## src/hw/rtl/taa_pkg.sv

```systemverilog
// shared types, constants and helpers for the transformed bounding box accumulator
`default_nettype none

package taa_pkg;

    // coordinate width of results and of the running bounds
    localparam int CW = 16;
    // fixed input formats: 16-bit coordinates and 16-bit coefficients
    localparam int IN_W   = 16;
    localparam int COEF_W = 16;
    localparam int FRAC   = 8;
    localparam int PROD_W = IN_W + COEF_W;
    // three products plus the scaled translation need two more bits
    localparam int SUM_W  = PROD_W + 2;
    localparam int NAXES  = 3;
    localparam int NTERMS = 4;

    localparam int EPS_W      = 8;
    localparam int ROW_W      = NTERMS * COEF_W;
    localparam int CFG_IDX_W  = 2;
    localparam int CFG_DATA_W = ROW_W;

    localparam int QDEPTH = 4;
    localparam int QPTR_W = $clog2(QDEPTH);
    localparam int QCNT_W = $clog2(QDEPTH + 1);

    localparam logic signed [CW-1:0] CMAX = {1'b0, {(CW-1){1'b1}}};
    localparam logic signed [CW-1:0] CMIN = {1'b1, {(CW-1){1'b0}}};

    localparam logic [ROW_W-1:0] ROW_X_RST = 64'h0100_0000_0000_0000;
    localparam logic [ROW_W-1:0] ROW_Y_RST = 64'h0000_0100_0000_0000;
    localparam logic [ROW_W-1:0] ROW_Z_RST = 64'h0000_0000_0100_0000;
    localparam logic [EPS_W-1:0] EPS_RST   = 8'd1;

    typedef enum logic [CFG_IDX_W-1:0] {
        REG_ROW_X   = 2'd0,
        REG_ROW_Y   = 2'd1,
        REG_ROW_Z   = 2'd2,
        REG_EPSILON = 2'd3
    } t_reg_idx;

    typedef struct packed {
        logic signed [IN_W-1:0] vertex_x;
        logic signed [IN_W-1:0] vertex_y;
        logic signed [IN_W-1:0] vertex_z;
        logic                   last_vertex;
    } t_vertex;

    typedef struct packed {
        logic signed [CW-1:0] box_min_x;
        logic signed [CW-1:0] box_min_y;
        logic signed [CW-1:0] box_min_z;
        logic signed [CW-1:0] box_max_x;
        logic signed [CW-1:0] box_max_y;
        logic signed [CW-1:0] box_max_z;
    } t_box;

    // transformed vertex as it travels through the queue
    typedef struct packed {
        logic signed [CW-1:0] x;
        logic signed [CW-1:0] y;
        logic signed [CW-1:0] z;
        logic                 last;
    } t_point;

    typedef struct packed {
        logic [ROW_W-1:0] row_x;
        logic [ROW_W-1:0] row_y;
        logic [ROW_W-1:0] row_z;
    } t_rows;

    typedef struct packed {
        logic [QCNT_W-1:0] count;
        logic              empty;
    } t_q_status;

    // saturate a wide signed value into the coordinate range
    function automatic logic signed [CW-1:0] sat_coord(input logic signed [SUM_W-1:0] v);
        logic signed [SUM_W-1:0] hi;
        logic signed [SUM_W-1:0] lo;
        hi = SUM_W'(CMAX);
        lo = SUM_W'(CMIN);
        if (v > hi) begin
            return CMAX;
        end else if (v < lo) begin
            return CMIN;
        end else begin
            return v[CW-1:0];
        end
    endfunction

endpackage

`default_nettype wire

```

## src/hw/rtl/taa_ifs.sv

```systemverilog
// valid/ready channel interfaces for vertex beats and box beats
`default_nettype none


interface taa_box_if import taa_pkg::*; ();
    logic valid;
    logic ready;
    t_box payload;

    modport source (output valid, output payload, input ready);
    modport sink   (input valid, input payload, output ready);
endinterface

`default_nettype wire

```

## src/hw/rtl/taa_back.sv

```systemverilog
// back end: running min/max per axis, widening and the box output register
`default_nettype none

module taa_back import taa_pkg::*; (
    input  wire logic             i_clk,
    input  wire logic             i_rst_n,
    input  wire t_point           i_head,
    input  wire t_q_status        i_q_stat,
    input  wire logic [EPS_W-1:0] i_eps,
    output logic                  o_pop,
    taa_box_if.source             o_box
);

    logic signed [CW-1:0] r_lo [NAXES];
    logic signed [CW-1:0] r_hi [NAXES];
    logic                 r_ov;
    t_box                 r_box;

    logic signed [CW-1:0]    p   [NAXES];
    logic signed [CW-1:0]    nlo [NAXES];
    logic signed [CW-1:0]    nhi [NAXES];
    logic signed [CW-1:0]    wlo [NAXES];
    logic signed [CW-1:0]    whi [NAXES];
    logic signed [SUM_W-1:0] eps;
    logic                    out_free;

    assign out_free = !r_ov || o_box.ready;
    // a last vertex waits until the output register can take the box
    assign o_pop    = !i_q_stat.empty && (!i_head.last || out_free);
    assign eps      = SUM_W'($signed({1'b0, i_eps}));

    always_comb begin
        p[0] = i_head.x;
        p[1] = i_head.y;
        p[2] = i_head.z;
        for (int a = 0; a < NAXES; a++) begin
            nlo[a] = (p[a] < r_lo[a]) ? p[a] : r_lo[a];
            nhi[a] = (p[a] > r_hi[a]) ? p[a] : r_hi[a];
            if (nlo[a] == nhi[a]) begin
                wlo[a] = sat_coord(SUM_W'(nlo[a]) - eps);
                whi[a] = sat_coord(SUM_W'(nhi[a]) + eps);
            end else begin
                wlo[a] = nlo[a];
                whi[a] = nhi[a];
            end
        end
    end

    always_ff @(posedge i_clk) begin
        if (!i_rst_n) begin
            r_ov <= 1'b0;
            for (int a = 0; a < NAXES; a++) begin
                r_lo[a] <= CMAX;
                r_hi[a] <= CMIN;
            end
        end else begin
            if (o_pop && i_head.last) begin
                r_ov <= 1'b1;
                for (int a = 0; a < NAXES; a++) begin
                    r_lo[a] <= CMAX;
                    r_hi[a] <= CMIN;
                end
            end else begin
                if (o_box.ready) begin
                    r_ov <= 1'b0;
                end
                if (o_pop) begin
                    for (int a = 0; a < NAXES; a++) begin
                        r_lo[a] <= nlo[a];
                        r_hi[a] <= nhi[a];
                    end
                end
            end
        end
    end

    always_ff @(posedge i_clk) begin
        if (o_pop && i_head.last) begin
            r_box <= '{box_min_x: wlo[0], box_min_y: wlo[1], box_min_z: wlo[2],
                       box_max_x: whi[0], box_max_y: whi[1], box_max_z: whi[2]};
        end
    end

    assign o_box.valid   = r_ov;
    assign o_box.payload = r_box;

endmodule

`default_nettype wire

```

## src/flat_wrapper.sv

```systemverilog
// flat-port wrapper written by rule: the top's interface ports become plain ports
module taa_back_flat import taa_pkg::*;
  (i_clk, i_rst_n, i_head, i_q_stat, i_eps, o_pop, o_box_valid, o_box_payload, o_box_ready);
  taa_box_if o_box_i ();
  input  wire logic i_clk;
  input  wire logic i_rst_n;
  input  wire t_point i_head;
  input  wire t_q_status i_q_stat;
  input  wire logic [EPS_W-1:0] i_eps;
  output logic o_pop;
  output wire logic [$bits(o_box_i.valid)-1:0] o_box_valid;
  output wire logic [$bits(o_box_i.payload)-1:0] o_box_payload;
  input wire logic [$bits(o_box_i.ready)-1:0] o_box_ready;
  assign o_box_valid = o_box_i.valid;
  assign o_box_payload = o_box_i.payload;
  assign o_box_i.ready = o_box_ready;
  taa_back u_core (.i_clk(i_clk), .i_rst_n(i_rst_n), .i_head(i_head), .i_q_stat(i_q_stat), .i_eps(i_eps), .o_pop(o_pop), .o_box(o_box_i));
endmodule
```

## config.mk

```make
export PLATFORM = sky130hd
export DESIGN_NAME = taa_back_flat
export DESIGN_NICKNAME = d
export VERILOG_FILES = /design/src/hw/rtl/taa_pkg.sv /design/src/hw/rtl/taa_ifs.sv /design/src/hw/rtl/taa_back.sv /design/src/flat_wrapper.sv
export SDC_FILE = /design/constraint.sdc
export NUM_CORES = 1
export LEC_CHECK = 0
export BUFFER_PORTS_ARGS = -buffer_cell sky130_fd_sc_hd__buf_2
export CORE_ASPECT_RATIO = 1.25
export CORE_MARGIN = 5
export CORE_UTILIZATION = 51
export CTS_BUF_LIST = sky130_fd_sc_hd__clkbuf_8 sky130_fd_sc_hd__clkbuf_16
export CTS_CLUSTER_SIZE = 30
export DETAILED_ROUTE_END_ITERATION = 8
export PLACE_DENSITY = 0.7
export SETUP_SLACK_MARGIN = 0.02
export SYNTH_ARGS = -nofsm -noshare
export SYNTH_HDL_FRONTEND = slang
export SYNTH_SLANG_ARGS = --single-unit
```

## constraint.sdc

```tcl
create_clock -name i_clk -period 13.8 [get_ports i_clk]
set_clock_uncertainty 0.2 [all_clocks]
set_input_delay 3.45 -clock i_clk [delete_from_list [all_inputs] [get_ports i_clk]]
set_output_delay 3.45 -clock i_clk [all_outputs]
set_load 0.005 [all_outputs]
```

After elaboration in Yosys (flattened, before gate mapping)

Memory sizes are Yosys's and may differ from the RTL's.
Index checks and enable logic that the tools add are counted.

Add/subtract/negate cells: 6
$lt $le $gt $ge: 18
Equal/unequal tests: 3
Muxes and demuxes: 46
Bitwise gates (word level): 12
Reduce and logical (&&, ||, !) cells: 8

Operator list:

| cell                                                          | count |
|---|---|
| 2-to-1 mux 16 bit                                             | 36 |
| > comparator 34 x 16 -> 1 bit (second input constant)         | 6 |
| less-than comparator 34 x 16 -> 1 bit (second input constant) | 6 |
| adder 16 x 9 -> 17 bit                                        | 3 |
| subtractor 16 x 9 -> 17 bit                                   | 3 |
| == test 16 bit                                                | 3 |
| > comparator 16 bit                                           | 3 |
| less-than comparator 16 bit                                   | 3 |
| bitwise OR 1 bit                                              | 12 |
| 2-to-1 mux 1 bit                                              | 10 |
| logical NOT 1 bit                                             | 3 |
| logical AND 1 bit                                             | 2 |
| logical OR 1 bit                                              | 2 |
| nonzero test 2 bit                                            | 1 |

Bits in registers: 97
Bits in writable memories: 96
Bits of input ports: 64
Output and inout port bits: 98
Word-level logic and storage cells: 102
Memories kept: 2

Memories:

| name        | words | bits a word | read ports | clocked after Yosys merged registers in | write ports | RTL line       | text |
|---|---|---|---|---|---|---|---|
| u_core.r_hi | 3     | 16          | 3          | 0                                       | 3           | taa_back.sv:15 | `logic signed [CW-1:0] r_hi [NAXES];` |
| u_core.r_lo | 3     | 16          | 3          | 0                                       | 3           | taa_back.sv:14 | `logic signed [CW-1:0] r_lo [NAXES];` |

Depth between registers and ports, before layout

Word-level depth: 10
Mapped depth: 27

Worst setup path before layout

OpenSTA, ideal clock, no wires.

Path type: input port to flip-flop
From: input o_box_ready
To: register u_core.r_box, in the netlist u_core.o_box.payload[0], enable pin
Data arrival time: 10,518 ps
Setup slack: 2,390 ps
Cell stages on the path: 2
Path buffers: 0
Path through: nor2b_1 > nor3b_1

Cells in the longest elaborated chain, start to end: 4

Ends and longest elaborated chain:

| what                 | RTL line           | text |
|---|---|---|
| start, declared      | flat_wrapper.sv:13 | `input wire logic [$bits(o_box_i.ready)-1:0] o_box_ready;` |
| logical OR 1 bit     | taa_back.sv:27     | `assign out_free = !r_ov \|\| o_box.ready;` |
| logical OR 1 bit     | taa_back.sv:29     | `assign o_pop = !i_q_stat.empty && (!i_head.last \|\| out_free);` |
| logical AND 1 bit    | taa_back.sv:29     |  |
| logical AND 1 bit    | taa_back.sv:78     | `if (o_pop && i_head.last) begin` |
| end signal, assigned | taa_back.sv:79     | `r_box <= '{box_min_x: wlo[0], box_min_y: wlo[1], box_min_z: wlo[2],` |
| end, declared        | taa_back.sv:17     | `t_box r_box;` |

No other way between the ends.
A chain may end at the register's enable or synchronous reset.

==> reports/results.txt <==
CTS Hold Bufs: 0
Finished Cell Area: 17,900 sq um
Most frequent CP cell: a21oi_1
Final Max Tran Viols: 0
Top FF cell, synth: edfxtp_1
Root Buffer: clkbuf_16
GRT Resource Usage Total: 27.2%
Critical Path Stages: 22
Critical R2R Launch: u_core.r_hi[0][15]
Post_cts resized: 0
Synth area leaders: edfxtp_1, ha_1, a21oi_1
DRT iter0 DRCs: 1,439
Register Area: 5790 sq um
Die H: 210 um
Max clock buf depth: 2
# fillers: 2,945
Worst setup path class: in2reg
Critical path buffers and inverters: 3
Die ar.: 35,500 sq um
Leading cell type by number of instances after synthesis: a21oi_1
Async SR Flop Fraction: 0%
Post-Route WL: 49,400 um
CP max-delay cell: a21oi_1
RSZ-0062 raised after global routing: no
Skew-Pair Late Insertion Delay: 0.46 ns
Vias per Instance: 6.27
R2R cell count: 22
Critical Path, Cell by Cell: buf_2 > ha_1 > nand4_1 > nor4_1 > a21boi_0 > o31a_2 > buf_4 > nor2_1 > a21oi_1 > inv_1 > ha_1 > a21o_1 > a21oi_1 > o21bai_1 > a21oi_1 > o21ai_0 > a21oi_1 > nor2_1 > or3_1 > a21oi_1 > a211oi_1 > a21oi_1
Placed Area: 17,300 sq um
Hold Path Class: reg2reg
Num rows: 73
Arrival @ worst endpoint: 10.04 ns
Max-Cap Viols: 0
Max incr delay on CP: 0.92 ns
Synth cell count leaders: a21oi_1, edfxtp_1, inv_1, nor2_1, ha_1
Antenna viol nets, final: 0
Final period util: 72.4%
Flop-to-flop setup slack: 6.50 ns
Post-synth net total: 2,081
Area growth syn-to-layout: 10.4%
CP startpoint: i_head[46]
Share of layout cells above drive strength 1: 12.2%
Postcts setup bufs: 0
Post-synthesis instance total: 1,867
Global-route wire length before repair: 77,400 um
Crit-path leading delay family: compound AO/OA/AOI/OAI gates
Synth Register Bits: 193
Synth warnings: 0
HPWL Detailed: 36,800 um
Initial Utilization: 51.4%
# setup viols final: 0
First drt pass iteration count: 6
Synthesized area per cell: 8.70 sq um
Sequential share of the synthesized area: 35.6%
CORE AREA: 31,600 sq um
Clock sink count: 193
Peak VDD IR: 0.0822 mV
Pwr dens: 102 nW/um^2
# IOs: 162
P_leak: 7.46 nW
Min Hold Slack: 0.463 ns
# DRC: 0
Worst Tran Pin Value: 1.32 ns
Cts bufs inserted: 17
Setup TNS: 0 ns
Port buffer count: 158
GR Overflow Total: 0
F_max: 0.100 GHz
Synth area leader: edfxtp_1
Yosys top cell area share: 35.5%
Vias: 15,000
Initial antenna violation count: 0
Synth Cell Area: 16,200 sq um
Min cycle time layout: 9.99 ns
Routability cong.: 0.928
DR WL/cell: 20.6 um
Final hold vios: 0
Critical Path End: u_core.o_box.payload[33]
Layout Utilization: 56.8%
Worst Path Max Fanout: 41
R2r endpoint: u_core.o_box.payload[33]
Vias in the first global route: 14,600
Netlist cell types: 83
CTS tree: built
Largest net degree at the start of global routing: 77
Endpoint class of the critical path: register
Post-layout net count: 2,188
Count of flip-flops with a built-in enable after synthesis: 192
Worst EP required: 13.85 ns
Clock transition at path regs: 0.07 ns
Max-Slew Margin vs Limit: 11.8%
H-tree levels: 4
Die width: 170 um
Startpoint types: input pin
Multi-input logic area: 9400 sq um
Status: finished, final reports clean
Antenna Cells: 0
## area by class of cell
cell class,instances,share of cell area (%)
clock buffers,17,2.37
clock inverters,13,0.907
inverters,181,3.79
multi-input cells,1399,52.4
flip-flops and latches,193,32.3
well taps,412,2.87
repair buffers,182,5.41
## logic make-up after synthesis
kind of cell	after synthesis	synth area share, %
muxes	56	3.51
xor gates and xnor gates	69	3.72
DFF	193	35.6
AOI/OAI and AO/OA	566	22.1
adders and majority gates	150	11.8
and+or+nand+nor	558	16.5
buffers and inverters	275	6.72
## metrics by stage
stage	std cells	setup WS, ns	power, mW
after global placement	2367	3.69	1.29
after detailed placement	2367	3.58	1.31
after CTS	2397	4.03	1.83
final	2397	3.81	1.84
after global routing	2397	3.54	1.93
after floorplan	1867	2.39	1.14
## worst min-delay path, cell delays in order, from the launching register on
cell	delay (ns)
edfxtp_1	0.37
mux2i_1	0.12
nand2_1	0.07
## state kept, by name, indices dropped and copies added (netlist names)
register / cells
u_core.o_box.payload: 96
u_core.r_lo: 48
u_core.r_hi: 48
u_core.o_box.valid: 1
## report_power, final
part	switching, mW	leakage [nW]	internal, mW
sequential	0.0195	1.80	0.690
combinational	0.387	5.38	0.215
clock	0.240	0.286	0.284
## worst min-delay path by stage
stage                            startpoint                end  slack [ns]  depth (start not counted)
after floorplan           u_core.r_lo[0][4]  u_core.r_lo[0][4]        0.37                          2
after global placement    u_core.r_lo[0][4]  u_core.r_lo[0][4]        0.43                          2
after detailed placement  u_core.r_lo[0][4]  u_core.r_lo[0][4]        0.44                          2
after CTS                 u_core.r_lo[0][4]  u_core.r_lo[0][4]        0.46                          2
after global routing      u_core.r_lo[0][4]  u_core.r_lo[0][4]        0.52                          2
final                     u_core.r_lo[0][4]  u_core.r_lo[0][4]        0.46                          2
## per-layer routing
layer  vias to the layer above  GRT usage, %  wire [um]
met3                       131          3.64       3200
met1                      7152          33.2      19400
li1                       7098             -          -
met2                       655          47.7      24600
met4                         0          12.3       2230
met5                         -             0          0
## cell usage in the layout (no fill, tap or decap), drive strengths merged, types with 14 or more instances in the layout
master,synthesis,layout
a211oi,35,35
a21boi,23,23
clkbuf,70,17
a21oi,230,230
a31oi,17,17
mux2i,49,49
nor2,182,182
nor3,63,63
ha,144,144
a21o,23,23
buf,24,182
edfxtp,192,192
o21ai,81,81
or3,22,22
nand4,22,22
xnor2,37,37
nor4,23,23
nand3,24,24
nand2b,14,14
xor2,32,32
nor2b,16,16
inv,181,186
o22ai,26,26
nand2,135,135
(Power assumes the default switching activity.)
