## src/hw/rtl/taa_pkg.sv

```systemverilog
// shared types, constants and helpers for the transformed bounding box accumulator
`default_nettype none

package taa_pkg;

    // coordinate width of results and of the running bounds
    localparam int CW = 16;
    // fixed input formats: 16-bit coordinates and 16-bit coefficients
    localparam int IN_W   = 16;
    localparam int COEF_W = 16;
    localparam int FRAC   = 8;
    localparam int PROD_W = IN_W + COEF_W;
    // three products plus the scaled translation need two more bits
    localparam int SUM_W  = PROD_W + 2;
    localparam int NAXES  = 3;
    localparam int NTERMS = 4;

    localparam int EPS_W      = 8;
    localparam int ROW_W      = NTERMS * COEF_W;
    localparam int CFG_IDX_W  = 2;
    localparam int CFG_DATA_W = ROW_W;

    localparam int QDEPTH = 4;
    localparam int QPTR_W = $clog2(QDEPTH);
    localparam int QCNT_W = $clog2(QDEPTH + 1);

    localparam logic signed [CW-1:0] CMAX = {1'b0, {(CW-1){1'b1}}};
    localparam logic signed [CW-1:0] CMIN = {1'b1, {(CW-1){1'b0}}};

    localparam logic [ROW_W-1:0] ROW_X_RST = 64'h0100_0000_0000_0000;
    localparam logic [ROW_W-1:0] ROW_Y_RST = 64'h0000_0100_0000_0000;
    localparam logic [ROW_W-1:0] ROW_Z_RST = 64'h0000_0000_0100_0000;
    localparam logic [EPS_W-1:0] EPS_RST   = 8'd1;

    typedef enum logic [CFG_IDX_W-1:0] {
        REG_ROW_X   = 2'd0,
        REG_ROW_Y   = 2'd1,
        REG_ROW_Z   = 2'd2,
        REG_EPSILON = 2'd3
    } t_reg_idx;

    typedef struct packed {
        logic signed [IN_W-1:0] vertex_x;
        logic signed [IN_W-1:0] vertex_y;
        logic signed [IN_W-1:0] vertex_z;
        logic                   last_vertex;
    } t_vertex;

    typedef struct packed {
        logic signed [CW-1:0] box_min_x;
        logic signed [CW-1:0] box_min_y;
        logic signed [CW-1:0] box_min_z;
        logic signed [CW-1:0] box_max_x;
        logic signed [CW-1:0] box_max_y;
        logic signed [CW-1:0] box_max_z;
    } t_box;

    // transformed vertex as it travels through the queue
    typedef struct packed {
        logic signed [CW-1:0] x;
        logic signed [CW-1:0] y;
        logic signed [CW-1:0] z;
        logic                 last;
    } t_point;

    typedef struct packed {
        logic [ROW_W-1:0] row_x;
        logic [ROW_W-1:0] row_y;
        logic [ROW_W-1:0] row_z;
    } t_rows;

    typedef struct packed {
        logic [QCNT_W-1:0] count;
        logic              empty;
    } t_q_status;

    // saturate a wide signed value into the coordinate range
    function automatic logic signed [CW-1:0] sat_coord(input logic signed [SUM_W-1:0] v);
        logic signed [SUM_W-1:0] hi;
        logic signed [SUM_W-1:0] lo;
        hi = SUM_W'(CMAX);
        lo = SUM_W'(CMIN);
        if (v > hi) begin
            return CMAX;
        end else if (v < lo) begin
            return CMIN;
        end else begin
            return v[CW-1:0];
        end
    endfunction

endpackage

`default_nettype wire

```

## src/hw/rtl/taa_queue.sv

```systemverilog
// small queue of transformed vertices between front and back
`default_nettype none

module taa_queue import taa_pkg::*; (
    input  wire logic   i_clk,
    input  wire logic   i_rst_n,
    input  wire logic   i_push,
    input  wire t_point i_point,
    input  wire logic   i_pop,
    output t_point      o_head,
    output t_q_status   o_stat
);

    t_point            r_mem [QDEPTH];
    logic [QPTR_W-1:0] r_wp;
    logic [QPTR_W-1:0] r_rp;
    logic [QCNT_W-1:0] r_cnt;

    always_ff @(posedge i_clk) begin
        if (i_push) begin
            r_mem[r_wp] <= i_point;
        end
    end

    always_ff @(posedge i_clk) begin
        if (!i_rst_n) begin
            r_wp  <= '0;
            r_rp  <= '0;
            r_cnt <= '0;
        end else begin
            if (i_push) begin
                r_wp <= r_wp + QPTR_W'(1);
            end
            if (i_pop) begin
                r_rp <= r_rp + QPTR_W'(1);
            end
            r_cnt <= r_cnt + QCNT_W'(i_push) - QCNT_W'(i_pop);
        end
    end

    assign o_head       = r_mem[r_rp];
    assign o_stat.count = r_cnt;
    assign o_stat.empty = (r_cnt == '0);

endmodule

`default_nettype wire

```

## config.mk

```make
export PLATFORM = sky130hd
export DESIGN_NAME = taa_queue
export DESIGN_NICKNAME = d
export VERILOG_FILES = /design/src/hw/rtl/taa_pkg.sv /design/src/hw/rtl/taa_queue.sv
export SDC_FILE = /design/constraint.sdc
export NUM_CORES = 1
export LEC_CHECK = 0
export ABC_AREA = 1
export ABC_CLOCK_PERIOD_IN_PS = 2500
export BUFFER_PORTS_ARGS = -buffer_cell sky130_fd_sc_hd__buf_2
export CAP_MARGIN = 20
export CORE_AREA = 8 8 129 131
export DETAILED_ROUTE_END_ITERATION = 8
export DIE_AREA = 0 0 137 139
export PLACE_DENSITY_LB_ADDON = 0.3
export SLEW_MARGIN = 20
export SYNTH_ARGS = -nofsm -noshare
export SYNTH_HDL_FRONTEND = slang
export SYNTH_SLANG_ARGS = --single-unit
```

## constraint.sdc

```tcl
create_clock -name i_clk -period 2.5 [get_ports i_clk]
set_input_delay 0.25 -clock i_clk [delete_from_list [all_inputs] [get_ports i_clk]]
set_output_delay 0.25 -clock i_clk [all_outputs]
set_load 0.02 [all_outputs]
```

* Word-level counts from Yosys, hierarchy flattened *
Memories as Yosys holds them, arrays and structs flattened. A register that Yosys moved wholly into a read port is not among the register bits.
Index checks and enable logic that the tools add are counted.

storage, ports and cells
  input port bits = 53
  memories kept = 1
  word-level logic and storage cells = 13
  register bits after elaboration = 7
  output and inout port bits = 53
  bits in writable memories = 196

operators by class
  add/sub/neg operators = 4
  mux-type cells = 4
  reduce and logical (&&, ||, !) cells = 1

memory list
  memory  depth  bits a word  read ports  clocked after memory_dff  write ports  RTL line         text
  r_mem   4      49           1           1                         1            taa_queue.sv:14  t_point r_mem [QDEPTH];

operator list
  cell                   count
  $add A2 B1 Y2 const B  2
  $mux W2                2
  $add A3 B1 Y3          1
  $logic_not A3 Y1       1
  $sub A3 B1 Y3          1
  $mux W1                2

* Longest topological paths before layout *
Gate-level depths: netlist (run 1).

  depth after elaboration = 3
  depth in mapped cells = 8
  mapped depth without buffers = 8

* Worst setup path before layout (run 1) *
Ideal clock, no wire load.

  kind = register to register
  from = reg r_wp[0]
  to = mem r_mem[2][0] (netlist name) (enable)
  slack = 0.550 ns
  stages on the path, launching flop included = 5
  data required time = 2.097 ns
  clock period less this slack = 1.950 ns
  arrival time = 1.546 ns
  setup time = 0.403 ns
  buffers on the path = 0
  cell sequence = dfxtp_1 > inv_1 > ha_1 > nand2_1 > inv_1

RTL lines
  element                 RTL line         text
  start, declared         taa_queue.sv:15  logic [QPTR_W-1:0] r_wp;
  start signal, assigned  taa_queue.sv:32  r_wp <= r_wp + QPTR_W'(1);
  end, declared           taa_queue.sv:14

No word-level cell before the write port.

==> results.cfg, run 1 <==
[sta]
finalHoldViolCount = 0
rsz0062_at_grt = no
layout_min_cycle_time_ps = 2075
fmax_mhz = 481.8
layout_setup_ws_ps = 424.6
setup_viol = 0
period_share_pct = 83.01
setup_tns_ps = 0
worst_pin_slew_ps = 562.7
clock_skew_ps = 5.287
slew_viol_final = 0
relSlewSlack_pct = 62.49

[pwr]
clkPwrFrac_pct = 37.4
p_switching_mw = 1.824
power_density_mw_per_mm2 = 790.3
ir_drop_v = 0.0006380
p_int_mw = 5.965
seqPwrFrac_pct = 51.1
power_switching_share_pct = 23.42
power.leakage_nw = 3.917
power_frac_comb_pct = 11.4

[clock_network]
clockRootBuffer = clkbuf_16
clock-sinks = 205
clkLatencyLatePin_ps = 470
cts-buffers-inserted = 21
cts_setup_buffers = 0
cts_tree = done
clkTransAtPathRegs_ps = 60
cts-htree-levels = 1
cts_max_path_buffers = 3

[synth]
syn_area_mm2 = 0.008147
yosysWarnings = 0
seq_area_frac_synth_pct = 74.46
yosysUniqueCellTypes = 17
syn_inst = 626
ys_seq_elements = 205
synth_flop_cell = edfxtp_1
synth_edf_count = 196
postSynthAreaPerCell_um2 = 13.01
synth-async-reset-ratio_pct = 0
synthesis.nets = 686

[worst_setup_path]
path_max_fanout = 64
worstSetupPathType = flop to primary output
required_ps = 2250
arrival_ps = 1830
reg2reg_from = r_wp[0]$_SDFFE_PN0P_
end_kind = primary output
worstSetupStartpointType = flop

[die]
dieWidth_um = 137
ios = 106
die_h_um = 139
start_util_pct = 55.22
rows = 45
core_mm2 = 0.01475
die-area_mm2 = 0.01904

[cells_and_area]
final_util_pct = 66.81
mostFrequentLayoutCell = edfxtp_1
layout_common_cells = edfxtp_1, inv_1, nand2_1
area_growth_pct = 20.98
drive_above_1_share_pct = 19.03
diodes = 0
final_nets = 831

[global_routing]
grt_use_total_pct = 16.55
antenna_found_initial = 0
grt_overflow = 0
grt_max_degree = 81
grt_pass1_vias = 5160
grt_pass1_wl_um = 25270

[job]
maxCapViolations = 0

[detailed_routing]
vias_per_cell = 5.147
postRouteWirelength_um = 15890
drcViolationCount = 0
antenna_left = 0
detail_route.wl_per_cell_um = 16.37
drtPass1Iterations = 4
drt-initial-drc-count = 321
vias = 4998

[placed_design]
hpwl_um = 9786
place_ws_ps = 833.3
port_buffers = 105
gp_congestion = 0.7234

[status]
status = completed

[hold_path]
min_from = i_point[42]
hold_path_class = primary input to flop
==> cell type report <==
type / count / area [um^2]
clock buffer: 24 / 536.8
clock inverter: 11 / 102.6
fill: 1030 / 4896
inverter: 113 / 424.2
multi-input combinational: 275 / 1423
sequential: 205 / 6073
tap: 188 / 235.2
timing repair buffer: 155 / 1061
==> repair_timing <==
| action | 4_1_cts | 5_1_grt |
|---|---|---|
| hold endpoints to repair | 142 | 9 |
| hold buffers | 36 | 3 |
| resized for setup | 0 | 0 |
==> power groups by stage <==
| stage | Sequential [mW] | Clock, mW | Combinational, mW |
|---|---|---|---|
| final | 3.98 | 2.92 | 0.892 |
| after floorplan | 4.05 | 0 | 0.536 |
| after detailed placement | 4.05 | 0 | 0.852 |
| after global placement | 4.04 | 0 | 0.823 |
| after CTS | 3.98 | 2.97 | 0.903 |
| after global routing | 3.99 | 3.12 | 0.981 |
==> cells by family after synthesis <==
group | share of synthesized area (%)
AO/OA/AOI/OAI | 11.15
flip-flops | 74.46
adder cells (fa/ha/maj) | 1.167
buffers and inverters | 8.079
AND/OR/NAND/NOR | 5.145
==> metal layers <==
metal / track usage [%] / up-vias / part of all wire, %
met1: 19.51 / 2422 / 40
met5: 0 / - / 0
met3: 3.587 / 20 / 5.3
met2: 30.11 / 104 / 53
li1: - / 2452 / -
met4: 3.146 / 0 / 1.2
==> registers in the layout, indices dropped and copies added (netlist names), named ones only <==
name / count
r_rp: 2
r_cnt: 3
r_mem: 196
r_wp: 2
==> cell usage after synthesis (all sizes together) (6+ instances only) <==
master,count,area [um^2]
edfxtp,196,5886
buf,27,211.5
o21ai,53,265.3
a21oi,55,275.3
nand2,108,405.4
o211ai,49,367.9
clkbuf,6,22.52
dfxtp,9,180.2
ha,6,75.07
inv,113,424.2
==> worst max-delay path: stages, from the launching register on <==
cell,delay [ps]
dfxtp_4,370
buf_4,480
a21oi_1,170
o21ai_1,100
nand2_1,60
buf_2,160
==> stage by stage <==
| step | instance area, um^2 | cells | hold slack, ps | power (mW) |
|---|---|---|---|---|
| floorplan | 8147 | 626 | 341.9 | 4.588 |
| global placement | 8826 | 897 | 438.5 | 4.867 |
| detailed placement | 8826 | 897 | 451.8 | 4.905 |
| CTS | 9826 | 968 | 2.167 | 7.851 |
| global route | 9856 | 971 | 1.864 | 8.088 |
| finish | 9856 | 971 | 12.74 | 7.789 |
==> final timing paths <==
check	to	slack [ps]	depth (start not counted)
max	o_head[35]	420	5
min	r_mem[3][42]$_DFFE_PP_	10	1
max reg2reg	r_mem[0][29]$_DFFE_PP_	850	5
min reg2reg	flop	450	2
Note: power is estimated with default switching activity, not from simulation.
==> inputs of run 2 (changes only) <==
- ABC_CLOCK_PERIOD_IN_PS: 2500 -> 1800
- CORE_AREA: 8 8 129 131 -> 8 8 135 137
- DIE_AREA: 0 0 137 139 -> 0 0 143 145
- clock period: 2.5 -> 1.8 ns (I/O delays scaled with it)
==> results.cfg, run 2 (synthesis results as in run 1) <==
[sta]
fmax_mhz = 550.7
layout_setup_ws_ps = -15.91
finalHoldViolCount = 0
period_share_pct = 100.9
worst_pin_slew_ps = 562.6
rsz0062_at_grt = yes
clock_skew_ps = 17.79
layout_min_cycle_time_ps = 1816
relSlewSlack_pct = 62.49
slew_viol_final = 0
setup_viol = 11

[pwr]
power_frac_comb_pct = 15.1
power_switching_share_pct = 23.60
power.leakage_nw = 4.327
p_int_mw = 8.788
power_density_mw_per_mm2 = 1048
ir_drop_v = 0.0008698
seqPwrFrac_pct = 48.1
fin_total_pwr_mw = 11.50
p_switching_mw = 2.714
clkPwrFrac_pct = 36.8

[cells_and_area]
diodes = 0
drive_above_1_share_pct = 25.67
largestRegisters = r_mem: 196 flops, r_cnt: 3 flops
final_nets = 872
largest_reg_flops = 196
area_growth_pct = 34.69
layout_common_cells = edfxtp_1, inv_1, nand2_1
mostFrequentLayoutCell = edfxtp_1
largest_register = r_mem
instances_no_fill = 1046

[hold_path]
holdPathEnd = r_wp[1]$_SDFFE_PN0P_
whs_path_depth = 3
hold_path_class = primary input to flop
min_from = i_push

[worst_setup_path]
end_kind = primary output
arrival_ps = 1640
rr_worst_depth = 7
reg2reg_from = r_cnt[0]$_SDFF_PN0_
worstSetupStartpointType = flop
required_ps = 1620
rr_endpoint = r_cnt[2]$_SDFF_PN0_
path_max_fanout = 12
crit_family = buffers and inverters
worstSetupPathType = flop to primary output
regToRegSetupSlack_ps = 110
cp_slowest_cell = dfxtp_4
slowest_delay_ps = 380
crit_chain = buf_12 -> buf_16 -> a21oi_2 -> o21ai_1 -> nand2_1 -> buf_6
path_buf_inv = 3

[detailed_routing]
drcViolationCount = 0
antenna_left = 0
drtPass1Iterations = 4
postRouteWirelength_um = 18500
detail_route.wl_per_cell_um = 17.69
vias_per_cell = 5.047
vias = 5279
drt-initial-drc-count = 335

[global_routing]
grt_max_degree = 41
grt_pass1_vias = 5308
antenna_found_initial = 0
grt_overflow = 0
grt_use_total_pct = 16.56
grt_pass1_wl_um = 27220

[clock_network]
cts_max_path_buffers = 3
clkTransAtPathRegs_ps = 60
cts-htree-levels = 1
clockRootBuffer = clkbuf_16
clock-sinks = 205
cts-buffers-inserted = 21
cts_tree = done
clkLatencyLatePin_ps = 500

[placed_design]
hpwl_um = 9515
port_buffers = 105
post-place-cells = 933
gp_congestion = 0.6915

[status]
failed_checks = setup timing
status = finished, violations left

[die]
dieWidth_um = 143
core_mm2 = 0.01617
rows = 47
ios = 106
die_h_um = 145
die-area_mm2 = 0.02074
start_util_pct = 50.38

[job]
maxCapViolations = 0
[run 2: how the worst max path moves through the flow]
stage,start,end,depth (start not counted)
floorplan,r_wp[0]$_SDFFE_PN0P_,r_mem[0][0]$_DFFE_PP_,4
finish,flop,o_head[32],6
global route,flop,o_head[31],6
detailed placement,r_cnt[0]$_SDFF_PN0_,r_cnt[2]$_SDFF_PN0_,7
global placement,r_wp[0]$_SDFFE_PN0P_,r_mem[2][39]$_DFFE_PP_,5
CTS,flop,o_head[36],6
[run 2: timing repair]
item,CTS,global route
resized for setup,124,44
endpoints found under the hold margin,203,0
hold buffers,51,0
setup buffers,7,8
gates cloned,5,7
pin swaps,22,12
setup endpoints to repair,47,48
[run 2: layout make-up]
cell class / count / area (um^2)
Clock buffer: 24 / 536.8
Clock inverter: 13 / 137.6
Multi-Input combinational cell: 275 / 1536
Sequential cell: 205 / 6073
Fill cell: 1091 / 5199
Tap cell: 220 / 275.3
Inverter: 113 / 439.2
Timing Repair Buffer: 196 / 1974
[run 2: routing by layer]
layer	GRT usage (%)	share of wire, %	up-vias
met1	20.65	43	2575
met2	28.89	50	124
met3	2.789	4.7	25
met5	0	0	-
li1	-	-	2555
met4	4.625	1.6	0
[run 2: per-stage QoR]
step           hold slack, ps  cell area, um^2  util (%)  setup TNS [ps]  setup WS (ps)
6_report                70.13            10970     67.85          -85.55         -15.91
5_1_grt                 66.55            10970     67.85           -2103         -93.23
4_1_cts                 48.09            10650     65.83          -532.3         -44.26
3_5_place_dp            397.3             8924     55.18               0          116.2
3_3_place_gp            389.3             8924     55.18               0          210.9
2_1_floorplan           271.9             8162         -               0          21.06
[run 2: power groups by stage]
| stage | clock network, mW | logic (mW) | registers (mW) |
|---|---|---|---|
| after floorplan | 0 | 0.748 | 5.63 |
| after global placement | 0 | 1.15 | 5.63 |
| after detailed placement | 0 | 1.19 | 5.64 |
| after CTS | 4.33 | 1.61 | 5.53 |
| after global routing | 4.52 | 1.87 | 5.54 |
| final | 4.24 | 1.74 | 5.53 |
[run 2: worst register-to-register path, cell delays in order (launching register included)]
cell,delay [ps]
dfxtp_1,360
inv_1,60
ha_1,260
inv_1,40
ha_1,190
fa_1,400
a21oi_1,180
nor2_1,80
==> inputs of run 3 (changes only) <==
- BUFFER_PORTS_ARGS: -buffer_cell sky130_fd_sc_hd__buf_2 -> not set
- CORE_AREA: 8 8 135 137 -> 8 8 129 131
- DIE_AREA: 0 0 143 145 -> 0 0 137 139
- DONT_BUFFER_PORTS: not set -> 1
==> results.cfg, run 3 (synthesis results as in run 1) <==
[clock_network]
cts_tree = done
clock-sinks = 205
cts-htree-levels = 1
cts_max_path_buffers = 3
clkLatencyLatePin_ps = 480
clockRootBuffer = clkbuf_16
cts-buffers-inserted = 20
clkTransAtPathRegs_ps = 60

[die]
die_h_um = 139
dieWidth_um = 137
start_util_pct = 55.22
core_mm2 = 0.01475
rows = 45
die-area_mm2 = 0.01904
ios = 106

[global_routing]
antenna_found_initial = 0
grt_pass1_wl_um = 24220
grt_overflow = 0
grt_max_degree = 51
grt_use_total_pct = 16.17
grt_pass1_vias = 4744

[worst_setup_path]
required_ps = 1620
crit_path_end = o_head[42]
slowest_delay_ps = 450
worstSetupStartpointType = flop
path_max_fanout = 50
path_buf_inv = 1
cp.depth = 4
crit_chain = buf_16 -> nand2_1 -> o211ai_1 -> nand2_2
reg2reg_from = r_cnt[0]$_SDFF_PN0_
regToRegSetupSlack_ps = 260
worstSetupPathType = flop to primary output
rr_endpoint = r_cnt[2]$_SDFF_PN0_
rr_worst_depth = 8
crit_family = flip-flops
cp_slowest_cell = dfxtp_4
arrival_ps = 1570
end_kind = primary output

[sta]
layout_min_cycle_time_ps = 1749
fmax_mhz = 571.8
worst_pin_slew_ps = 377.9
slew_viol_final = 0
clock_skew_ps = 7.523
relSlewSlack_pct = 74.81
setup_viol = 0
setup_tns_ps = 0
fin_hold_ws_ps = 195.9
period_share_pct = 97.15
rsz0062_at_grt = yes
finalHoldViolCount = 0

[detailed_routing]
detail_route.wl_per_cell_um = 17.48
antenna_left = 0
drt-initial-drc-count = 271
postRouteWirelength_um = 15580
vias = 4699
vias_per_cell = 5.274
drtPass1Iterations = 4
drcViolationCount = 0

[cells_and_area]
mostFrequentLayoutCell = edfxtp_1
final_nets = 751
final_util_pct = 65.71
largest_register = r_mem
layout_common_cells = edfxtp_1, inv_1, nand2_1
drive_above_1_share_pct = 11.95
area_growth_pct = 18.98
largest_reg_flops = 196
diodes = 0
layout.filler_cells = 1049
largestRegisters = r_mem: 196 flops, r_cnt: 3 flops

[hold_path]
whs_path_depth = 5
hold_path_class = primary input to flop

[placed_design]
port_buffers = 0
hpwl_um = 8968
gp_congestion = 0.7253

[job]
maxCapViolations = 0

[pwr]
power_density_mw_per_mm2 = 1089
ir_drop_v = 0.0008344
fin_total_pwr_mw = 10.56
power.leakage_nw = 3.604

[status]
status = completed
## run 3: cell types whose count changed in the layout (fill, tap and decap cells not counted), sizes merged
cell	delta
clkinv	-4
bufinv	-2
clkbuf	-5
dlygate4sd3	+2
inv	-1
clkinvlp	+2
buf	-115
## run 3: worst min-delay path by stage
stage	end	from	slack [ps]
2_1_floorplan	flop	i_pop	270
3_3_place_gp	r_cnt[1]$_SDFF_PN0_	i_rst_n	270
3_5_place_dp	flop	i_pop	280
4_1_cts	r_cnt[0]$_SDFF_PN0_	i_pop	180
5_1_grt	r_cnt[0]$_SDFF_PN0_	i_pop	220
6_report	r_cnt[0]$_SDFF_PN0_	i_pop	200
## run 3: area by class of cell
cell class              instances  area, um^2  share of cell area [%]
flip-flops and latches        205        6073                   62.66
multi-input cells             275        1490                   15.37
repair buffers                 76       842.1                   8.687
well taps                     188       235.2                   2.427
clock buffers                  26       544.3                   5.615
inverters                     113       439.2                   4.531
clock inverters                 8       68.82                  0.7100
## run 3: worst min-delay path, cell delays in order
cell and delay, ps:
ha_1 200, inv_1 50, ha_1 120, nand2_1 40, inv_1 40
## run 3: where the power goes
part	switching (mW)	internal, mW	total (mW)
logic	0.779	0.351	1.13
registers	0.0977	5.45	5.55
clock network	1.61	2.27	3.88
## run 3: layer usage
metal  wire length, um  share of wire (%)  up-vias  GRT usage (%)
li1                  -                  -     2289              -
met5                 0                  0        -              0
met1              5938                 38     2294          18.06
met3               915                5.9       21          4.420
met2              8410                 54       95          29.11
met4               315                2.0        0          4.691
## run 3: per-stage QoR
| stage | setup WS, ps | cells | area, um^2 |
|---|---|---|---|
| finish | 51.26 | 891 | 9693 |
| global route | -44.81 | 891 | 9693 |
| CTS | -31.86 | 891 | 9632 |
| detailed placement | 281.8 | 798 | 8373 |
| global placement | 314.6 | 798 | 8373 |
| floorplan | 21.06 | 626 | 8162 |
## run 3: repair_timing
action | CTS | global route
endpoints found under the hold margin | 205 | 0
pin swaps | 0 | 6
setup buffers | 5 | 0
gates resized for setup | 12 | 26
gates cloned | 1 | 0
endpoints found under the setup margin | 48 | 46
hold buffers | 53 | 0
